`src/design/fcs_pkg.sv`:
```
// Constants and sequencer codes for the filled circle span generator.
package fcs_pkg;

    localparam int ERR_BITS = 20;
    localparam int HW_BITS  = 17;
    localparam int RAD_BITS = 15;

    localparam logic FUNC_START   = 1'b0;
    localparam logic FUNC_ADVANCE = 1'b1;

    localparam int STATE_BITS = 2;
    localparam logic [STATE_BITS-1:0] ST_IDLE = 2'd0;
    localparam logic [STATE_BITS-1:0] ST_STEP = 2'd1;
    localparam logic [STATE_BITS-1:0] ST_EMIT = 2'd2;

    typedef logic [ERR_BITS-1:0] err_t;
    typedef logic [HW_BITS-1:0]  hw_t;

endpackage

```
`src/design/filled_circle_span_generator.sv`:
```
// Filled circle span generator: midpoint scanline sequencer with one shared error-term adder.
//
//  channel | direction | handshake          | payload
//  --------+-----------+--------------------+------------------------------------------
//  s_      | in        | s_valid / s_ready  | func, center_x, center_y, radius
//  m_      | out       | m_valid / m_ready  | span_left/right, row_lower/upper, colour, last
//  cfg_    | in        | cfg_we             | fill colour (cfg_wdata)
//
// A start request writes the diameter span to the output register.
// An advance request takes k steps of 2x+1 on the error term for that row, then one step
// of -(2y - 1), and emits the row pair; the single error-term adder does one step per cycle.
// An advance while idle is taken and gives no result.
// Synchronous active-low reset clears the sequencer, the circle state and the output valid.
// New requests are taken only in idle and while the output register is free or draining;
// a stalled result holds the sequencer in its emit state.
module filled_circle_span_generator
    import fcs_pkg::*;
#(
    parameter int COORD_BITS = 16
) (
    input  logic                         aclk,
    input  logic                         aresetn,

    input  logic                         cfg_we,
    input  logic [7:0]                   cfg_wdata,

    input  logic                         s_valid,
    output logic                         s_ready,
    input  logic                         s_func,
    input  logic signed [COORD_BITS-1:0] s_center_x,
    input  logic signed [COORD_BITS-1:0] s_center_y,
    input  logic [RAD_BITS-1:0]          s_radius,

    output logic                         m_valid,
    input  logic                         m_ready,
    output logic signed [COORD_BITS:0]   m_span_left,
    output logic signed [COORD_BITS:0]   m_span_right,
    output logic signed [COORD_BITS:0]   m_row_lower,
    output logic signed [COORD_BITS:0]   m_row_upper,
    output logic [7:0]                   m_span_color,
    output logic                         m_last
);

    localparam int OB = COORD_BITS + 1;

    logic [STATE_BITS-1:0] state_reg, state_next;
    logic                  busy_reg, busy_next;
    logic [COORD_BITS-1:0] center_col_reg, center_col_next;
    logic [COORD_BITS-1:0] center_row_reg, center_row_next;
    hw_t                   half_width_reg, half_width_next;
    logic [RAD_BITS-1:0]   row_offset_reg, row_offset_next;
    err_t                  error_reg, error_next;
    logic [7:0]            fill_color_reg, fill_color_next;

    logic                  m_valid_reg, m_valid_next;
    logic [OB-1:0]         left_reg, left_next;
    logic [OB-1:0]         right_reg, right_next;
    logic [OB-1:0]         lower_reg, lower_next;
    logic [OB-1:0]         upper_reg, upper_next;
    logic [7:0]            color_reg, color_next;
    logic                  last_reg, last_next;

    logic                  out_free;
    logic                  accept;
    logic                  err_le0;
    err_t                  err_operand;
    err_t                  err_sum;
    logic                  use_input;
    logic [OB-1:0]         col_base, row_base, col_delta, row_delta;

    assign out_free = !m_valid_reg || m_ready;
    assign s_ready  = (state_reg == ST_IDLE) && out_free;
    assign accept   = s_valid && s_ready;

    // shared adder: err + 2x + 1 while not positive, else err - (2y - 1)
    // the second form is err + ~(2y) + 2
    assign err_le0     = error_reg[ERR_BITS-1] || (error_reg == '0);
    assign err_operand = err_le0 ? ERR_BITS'({half_width_reg, 1'b1})
                                 : ~ERR_BITS'({row_offset_reg, 1'b0});
    assign err_sum     = error_reg + err_operand + {{(ERR_BITS-2){1'b0}}, !err_le0, 1'b0};

    // span arithmetic, shared by the diameter and the row pairs
    assign use_input = (state_reg == ST_IDLE);
    assign col_base  = use_input ? OB'(s_center_x) : {center_col_reg[COORD_BITS-1], center_col_reg};
    assign row_base  = use_input ? OB'(s_center_y) : {center_row_reg[COORD_BITS-1], center_row_reg};
    assign col_delta = use_input ? OB'(s_radius) : OB'(half_width_reg);
    assign row_delta = use_input ? '0 : OB'(row_offset_reg);

    always_comb begin
        state_next      = state_reg;
        busy_next       = busy_reg;
        center_col_next = center_col_reg;
        center_row_next = center_row_reg;
        half_width_next = half_width_reg;
        row_offset_next = row_offset_reg;
        error_next      = error_reg;
        fill_color_next = cfg_we ? cfg_wdata : fill_color_reg;

        m_valid_next = m_valid_reg && !m_ready;
        left_next    = left_reg;
        right_next   = right_reg;
        lower_next   = lower_reg;
        upper_next   = upper_reg;
        color_next   = color_reg;
        last_next    = last_reg;

        case (state_reg)
            ST_IDLE: begin
                if (accept) begin
                    if (s_func == FUNC_START) begin
                        center_col_next = s_center_x;
                        center_row_next = s_center_y;
                        half_width_next = '0;
                        row_offset_next = s_radius;
                        error_next      = '0 - ERR_BITS'(s_radius);
                        busy_next       = 1'b1;
                        m_valid_next    = 1'b1;
                        left_next       = col_base - col_delta;
                        right_next      = col_base + col_delta;
                        lower_next      = row_base + row_delta;
                        upper_next      = row_base - row_delta;
                        color_next      = fill_color_reg;
                        last_next       = 1'b0;
                    end else if (busy_reg) begin
                        state_next = ST_STEP;
                    end
                end
            end
            ST_STEP: begin
                error_next = err_sum;
                if (err_le0) begin
                    half_width_next = half_width_reg + 1'b1;
                end else begin
                    state_next = ST_EMIT;
                end
            end
            ST_EMIT: begin
                if (out_free) begin
                    m_valid_next = 1'b1;
                    left_next    = col_base - col_delta;
                    right_next   = col_base + col_delta;
                    lower_next   = row_base + row_delta;
                    upper_next   = row_base - row_delta;
                    color_next   = fill_color_reg;
                    last_next    = (row_offset_reg == '0);
                    if (row_offset_reg == '0) begin
                        busy_next = 1'b0;
                    end else begin
                        row_offset_next = row_offset_reg - 1'b1;
                    end
                    state_next = ST_IDLE;
                end
            end
            default: begin
                state_next = ST_IDLE;
            end
        endcase
    end

    always_ff @(posedge aclk) begin
        if (!aresetn) begin
            state_reg      <= ST_IDLE;
            busy_reg       <= 1'b0;
            center_col_reg <= '0;
            center_row_reg <= '0;
            half_width_reg <= '0;
            row_offset_reg <= '0;
            error_reg      <= '0;
            fill_color_reg <= '0;
            m_valid_reg    <= 1'b0;
        end else begin
            state_reg      <= state_next;
            busy_reg       <= busy_next;
            center_col_reg <= center_col_next;
            center_row_reg <= center_row_next;
            half_width_reg <= half_width_next;
            row_offset_reg <= row_offset_next;
            error_reg      <= error_next;
            fill_color_reg <= fill_color_next;
            m_valid_reg    <= m_valid_next;
        end
    end

    always_ff @(posedge aclk) begin
        left_reg  <= left_next;
        right_reg <= right_next;
        lower_reg <= lower_next;
        upper_reg <= upper_next;
        color_reg <= color_next;
        last_reg  <= last_next;
    end

    assign m_valid      = m_valid_reg;
    assign m_span_left  = left_reg;
    assign m_span_right = right_reg;
    assign m_row_lower  = lower_reg;
    assign m_row_upper  = upper_reg;
    assign m_span_color = color_reg;
    assign m_last       = last_reg;

endmodule

```
`config.mk`:
```
export PLATFORM = sky130hd
export DESIGN_NAME = filled_circle_span_generator
export DESIGN_NICKNAME = d
export VERILOG_FILES = /design/src/design/fcs_pkg.sv /design/src/design/filled_circle_span_generator.sv
export SDC_FILE = /design/constraint.sdc
export NUM_CORES = 1
export LEC_CHECK = 0
export ABC_AREA = 1
export BUFFER_PORTS_ARGS = -buffer_cell sky130_fd_sc_hd__buf_2
export CAP_MARGIN = 20
export CELL_PAD_IN_SITES_DETAIL_PLACEMENT = 1
export CELL_PAD_IN_SITES_GLOBAL_PLACEMENT = 2
export CORE_MARGIN = 5
export CORE_UTILIZATION = 33
export DETAILED_ROUTE_END_ITERATION = 10
export HOLD_SLACK_MARGIN = 0.05
export PLACE_DENSITY_LB_ADDON = 0.1
export REMOVE_ABC_BUFFERS = 1
export SLEW_MARGIN = 30
export SYNTH_ARGS = -nofsm -noshare
export SYNTH_HDL_FRONTEND = slang
export SYNTH_SLANG_ARGS = --single-unit
```
`constraint.sdc`:
```
create_clock -name aclk -period 6.5 [get_ports aclk]
set_input_delay 1.3 -clock aclk [delete_from_list [all_inputs] [get_ports aclk]]
set_output_delay 1.3 -clock aclk [all_outputs]
set_load 0.01 [all_outputs]
```
# Word-level counts from Yosys, hierarchy flattened
# Index checks and enable logic that the tools add are counted.
[op_classes]
n_addsub = 9
n_eq_ne = 11
n_mux = 56
bitwise_logic = 2
n_reduce_logical = 20
[op_table]
columns = ["op", "count"]
rows = [
  ["two-way mux 17 bit", 18],
  ["one-hot mux 17 bit (2 select lines)", 5],
  ["two-way mux 15 bit", 5],
  ["two-way mux 20 bit", 3],
  ["one-hot mux 20 bit (2 select lines)", 1],
  ["one-hot mux 15 bit (2 select lines)", 1],
  ["two-way mux 8 bit", 3],
  ["adder 20 x 2 -> 20 bit", 1],
  ["adder 20 bit", 1],
  ["logical NOT 20 bit", 1],
  ["NOT 16 -> 20 bit", 1],
  ["inequality test 2 bit (second input constant)", 9],
  ["adder 17 x 1 -> 17 bit (second input constant)", 1],
  ["adder 17 x 15 -> 17 bit", 1],
  ["adder 17 bit", 1],
  ["subtractor 17 x 15 -> 17 bit", 1],
  ["subtractor 17 bit", 1],
  ["one-hot mux 8 bit (2 select lines)", 1],
  ["subtractor 1 x 15 -> 16 bit (first input constant)", 1],
  ["logical NOT 15 bit", 1],
  ["AND reduction 5 bit", 3],
  ["subtractor 15 x 1 -> 15 bit (second input constant)", 1],
  ["two-way mux 1 bit", 10],
  ["two-way mux 2 bit", 5],
  ["12 further kinds", 22],
]
[totals]
regBits = 173
inputBits = 61
elab_cells = 113

# Depth between registers and ports, before layout
[logic_depth]
depth_word = 6
mapped_depth = 22

# Worst setup path after synthesis
# Ideal clock, no wire load.
[synth_timing]
path_kind = "input port to flip-flop"
from = "in m_ready"
to = "reg row_offset_reg[7]"
setup_time_ps = 132
t_arrival_ps = 5341
required_ps = 6368
path_slack_ps = 1027
cell_stages = 10
path_cell_list = "inv_1 -> nand2_1 -> nand3_2 -> nor2_4 -> nor2_1 -> nor3_2 -> nand2_2 -> buf_6 -> nand2_1 -> a21oi_1"
[synth_between]
elab_chain_cells = 5
[synth_rtl]
columns = ["element", "line", "text"]
rows = [
  ["start: declaration", "filled_circle_span_generator.sv:35", "input logic m_ready,"],
  ["logical OR 1 bit *", "filled_circle_span_generator.sv:71", "assign out_free = !m_valid_reg || m_ready;"],
  ["logical AND 1 bit", "filled_circle_span_generator.sv:72", "assign s_ready = (state_reg == ST_IDLE) && out_free;"],
  ["logical AND 1 bit", "filled_circle_span_generator.sv:73", "assign accept = s_valid && s_ready;"],
  ["inequality test 2 bit (no source line)", "-", ""],
  ["AND reduction 5 bit (no source line) *", "-", ""],
  ["end signal: assignment", "filled_circle_span_generator.sv:177", "row_offset_reg <= row_offset_next;"],
  ["end: declaration", "filled_circle_span_generator.sv:51", "logic [RAD_BITS-1:0] row_offset_reg, row_offset_next;"],
]
# Every way passes the cells marked *; elsewhere a longest branch is shown, timed or not.
# A chain may end at the register's enable or synchronous reset.

# Worst setup path after layout
[layout_timing]
from = "reg error_reg[15]"
to = "reg error_reg[13]"
[layout_between]
elab_chain_cells = 6
[layout_rtl]
columns = ["element", "line", "text"]
rows = [
  ["start: declaration", "filled_circle_span_generator.sv:52", "err_t error_reg, error_next;"],
  ["start signal: assignment", "filled_circle_span_generator.sv:178", "error_reg <= error_next;"],
  ["logical NOT 20 bit *", "filled_circle_span_generator.sv:77", "assign err_le0 = error_reg[ERR_BITS-1] || (error_reg == '0);"],
  ["logical OR 1 bit *", "filled_circle_span_generator.sv:77", ""],
  ["two-way mux 20 bit", "filled_circle_span_generator.sv:78", "assign err_operand = err_le0 ? ERR_BITS'({half_width_reg, 1'b1})"],
  ["adder 20 bit", "filled_circle_span_generator.sv:80", "assign err_sum = error_reg + err_operand + {{(ERR_BITS-2){1'b0}}, !err_le0, 1'b0};"],
  ["adder 20 x 2 -> 20 bit *", "filled_circle_span_generator.sv:80", ""],
  ["one-hot mux 20 bit (2 select lines) *", "filled_circle_span_generator.sv:107", "case (state_reg)"],
]
# Marked as above.

==> results.json <==
{
  "status": "finished, final reports clean",
  "power_w": 0.00340,
  "cts.sinks": 171,
  "core_area_um2": 36500,
  "drt-initial-drc-count": 436,
  "yosysWarnings": 0,
  "critical_path_class": "reg2reg",
  "final_max_slew_viol_count": 0,
  "start_kind": "register",
  "dp.final_hpwl_um": 31700,
  "drv_cap": 0,
  "hold_buffers": 0,
  "rows": 70,
  "synth.area.top_cells": "edfxtp_1, dfxtp_1, nand2_1",
  "gp_congestion": 0.835,
  "final_common_cell": "nand2_1",
  "cts.repair.resized": 0,
  "worstPathMaxFanout": 33,
  "rsz0062_at_grt": "false",
  "portBuffers": 139,
  "clock-root-buffer": "clkbuf_16",
  "via_count": 11500,
  "layout_min_cycle_time_ns": 3.83,
  "fillers": 4669,
  "insertion_delay_ns": 0.45,
  "drive_gt1_frac": 0.110,
  "async_reset_ff_frac": 0,
  "synth_area_um2": 12200,
  "slew_headroom": 0.477,
  "grt.total_usage": 0.199,
  "cp.required_ns": 6.86,
  "tightest_slew_ns": 0.780,
  "ys.flop_type": "dfxtp_1",
  "yosys.area.top_type": "edfxtp_1",
  "critPathCaptureType": "register",
  "setup_tns_ns": 0,
  "num-nets-final": 2002,
  "regArea_um2": 4170,
  "final-hold-violation-count": 0,
  "finalSetupViolations": 0,
  "clock.fmax_mhz": 261,
  "vias_per_cell": 4.96,
  "die_area_um2": 40800,
  "finClkSkew_ns": 0.0150,
  "htree_levels": 4,
  "final_cell_mix": "nand2_1, nor2_1, inv_1",
  "clockBufferDepth": 2,
  "synth_edf_count": 75,
  "antenna_left": 0,
  "grt_overflow": 0,
  "crit_arrival_ns": 4.18,
  "die_y_um": 202,
  "start_util": 0.333,
  "die-width_um": 202,
  "cts_tree": "done",
  "multi_input_area_um2": 6920,
  "p_leak_nw": 6.39,
  "grt_pass1_wl_um": 64700,
  "seq_area_frac_synth": 0.343,
  "power_density_nw_per_um2": 245,
  "hp-class": "reg2reg",
  "synth_seq_cells": 171,
  "fin_crit_sh": 0.589,
  "drcViolationCount": 0,
  "yosysUniqueCellTypes": 40,
  "syn_avg_cell_area_um2": 7.03,
  "cts_buffers": 17,
  "ios": 140,
  "grt_max_degree": 75,
  "clk_pin_slew_ns": 0.07,
  "antenna_found_initial": 1,
  "dr.pass1.iters": 6,
  "post-route-util": 0.379,
  "synth_top_area_share": 0.185,
  "syn_to_final_growth_pct": 13.9,
  "largest_reg_flops": 20,
  "vdd_drop_max_mv": 0.195,
  "syn_inst": 1731,
  "grt_pass1_vias": 11900,
  "cts_setup_buffers": 0,
  "drt-total-wl_um": 40800,
  "wl_per_cell_um": 17.6
}
## power by group
group	total, W	leakage [nW]	switching, W	internal, W
Combinational	0.00104	4.61	0.000702	0.000341
Sequential	0.00129	1.49	0.0000466	0.00124
Clock	0.00107	0.293	0.000484	0.000581
## routing by layer
metal,up-vias,part of all wire,global-route usage
li1,5849,-,-
met2,172,0.48,0.345
met1,5453,0.47,0.261
met3,28,0.031,0.0253
met4,0,0.017,0.0530
met5,-,0,0
## cell families (layout without fill, tap and decap cells)
| logic type | Yosys count | count (layout) | synth area share |
|---|---|---|---|
| xor gates and xnor gates | 62 | 62 | 0.0447 |
| DFF | 171 | 171 | 0.343 |
| other | 0 | 1 | 0 |
| adders and majority gates | 106 | 106 | 0.113 |
| buffers and inverters | 272 | 389 | 0.0880 |
| AOI/OAI and AO/OA | 327 | 327 | 0.141 |
| and+or+nand+nor | 793 | 793 | 0.270 |
## worst max-delay path: stages, from the launching register on
cell	delay [ns]
dfxtp_1	0.33
nor2_1	0.20
and2_1	0.27
nand3_1	0.17
nand2_2	0.13
buf_4	0.32
fa_1	0.46
inv_1	0.07
ha_1	0.22
fa_1	0.26
nand2_1	0.06
nor2_1	0.09
nor2_1	0.08
o21ai_0	0.52
nand2_1	0.16
nand2_1	0.10
nand2_1	0.05
nand3_1	0.07
nand3_1	0.07
nand2_1	0.07
inv_1	0.03
## stage by stage
step	cells	area [um^2]	hold slack, ns	setup WS (ns)
after global routing	2317	13900	0.438	2.29
after global placement	2284	13200	0.408	2.65
after floorplan	1668	11900	0.403	0.230
final	2317	13900	0.429	2.67
after CTS	2316	13800	0.430	2.59
after detailed placement	2284	13200	0.413	2.61
## worst paths after layout
check,to,slack [ns],startpoint,cells after the start
max,error_reg[13],2.67,error_reg[15],20
min,m_span_color[4],0.43,fill_color_reg[4],0
max reg2reg,error_reg[13],2.67,error_reg[15],20
min reg2reg,m_span_color[4],0.43,fill_color_reg[4],0
## synthesized netlist by cell type, types with 4 or more instances
| master | count |
|---|---|
| clkbuf_1 | 43 |
| dfxtp_1 | 96 |
| a31oi_1 | 14 |
| or2_2 | 4 |
| o21ai_0 | 167 |
| inv_2 | 5 |
| a21o_1 | 5 |
| edfxtp_1 | 75 |
| nor2_4 | 5 |
| ha_1 | 100 |
| a21boi_0 | 4 |
| buf_2 | 12 |
| nor2_1 | 221 |
| nand4_1 | 14 |
| nand3b_1 | 6 |
| xor2_1 | 59 |
| nand3_1 | 83 |
| nand2_1 | 414 |
| fa_1 | 6 |
| a21oi_1 | 115 |
| o21ai_1 | 7 |
| nor3_1 | 27 |
| nor4_1 | 6 |
| o21bai_1 | 7 |
| inv_1 | 204 |
## area by class of cell
| class | instances | area share |
|---|---|---|
| diodes | 1 | 0.000181 |
| clock buffers | 19 | 0.0343 |
| clock inverters | 13 | 0.00912 |
| inverters | 209 | 0.0566 |
| multi-input cells | 1288 | 0.500 |
| flip-flops and latches | 171 | 0.301 |
| well taps | 468 | 0.0423 |
| repair buffers | 148 | 0.0563 |
(Power assumes the default switching activity.)
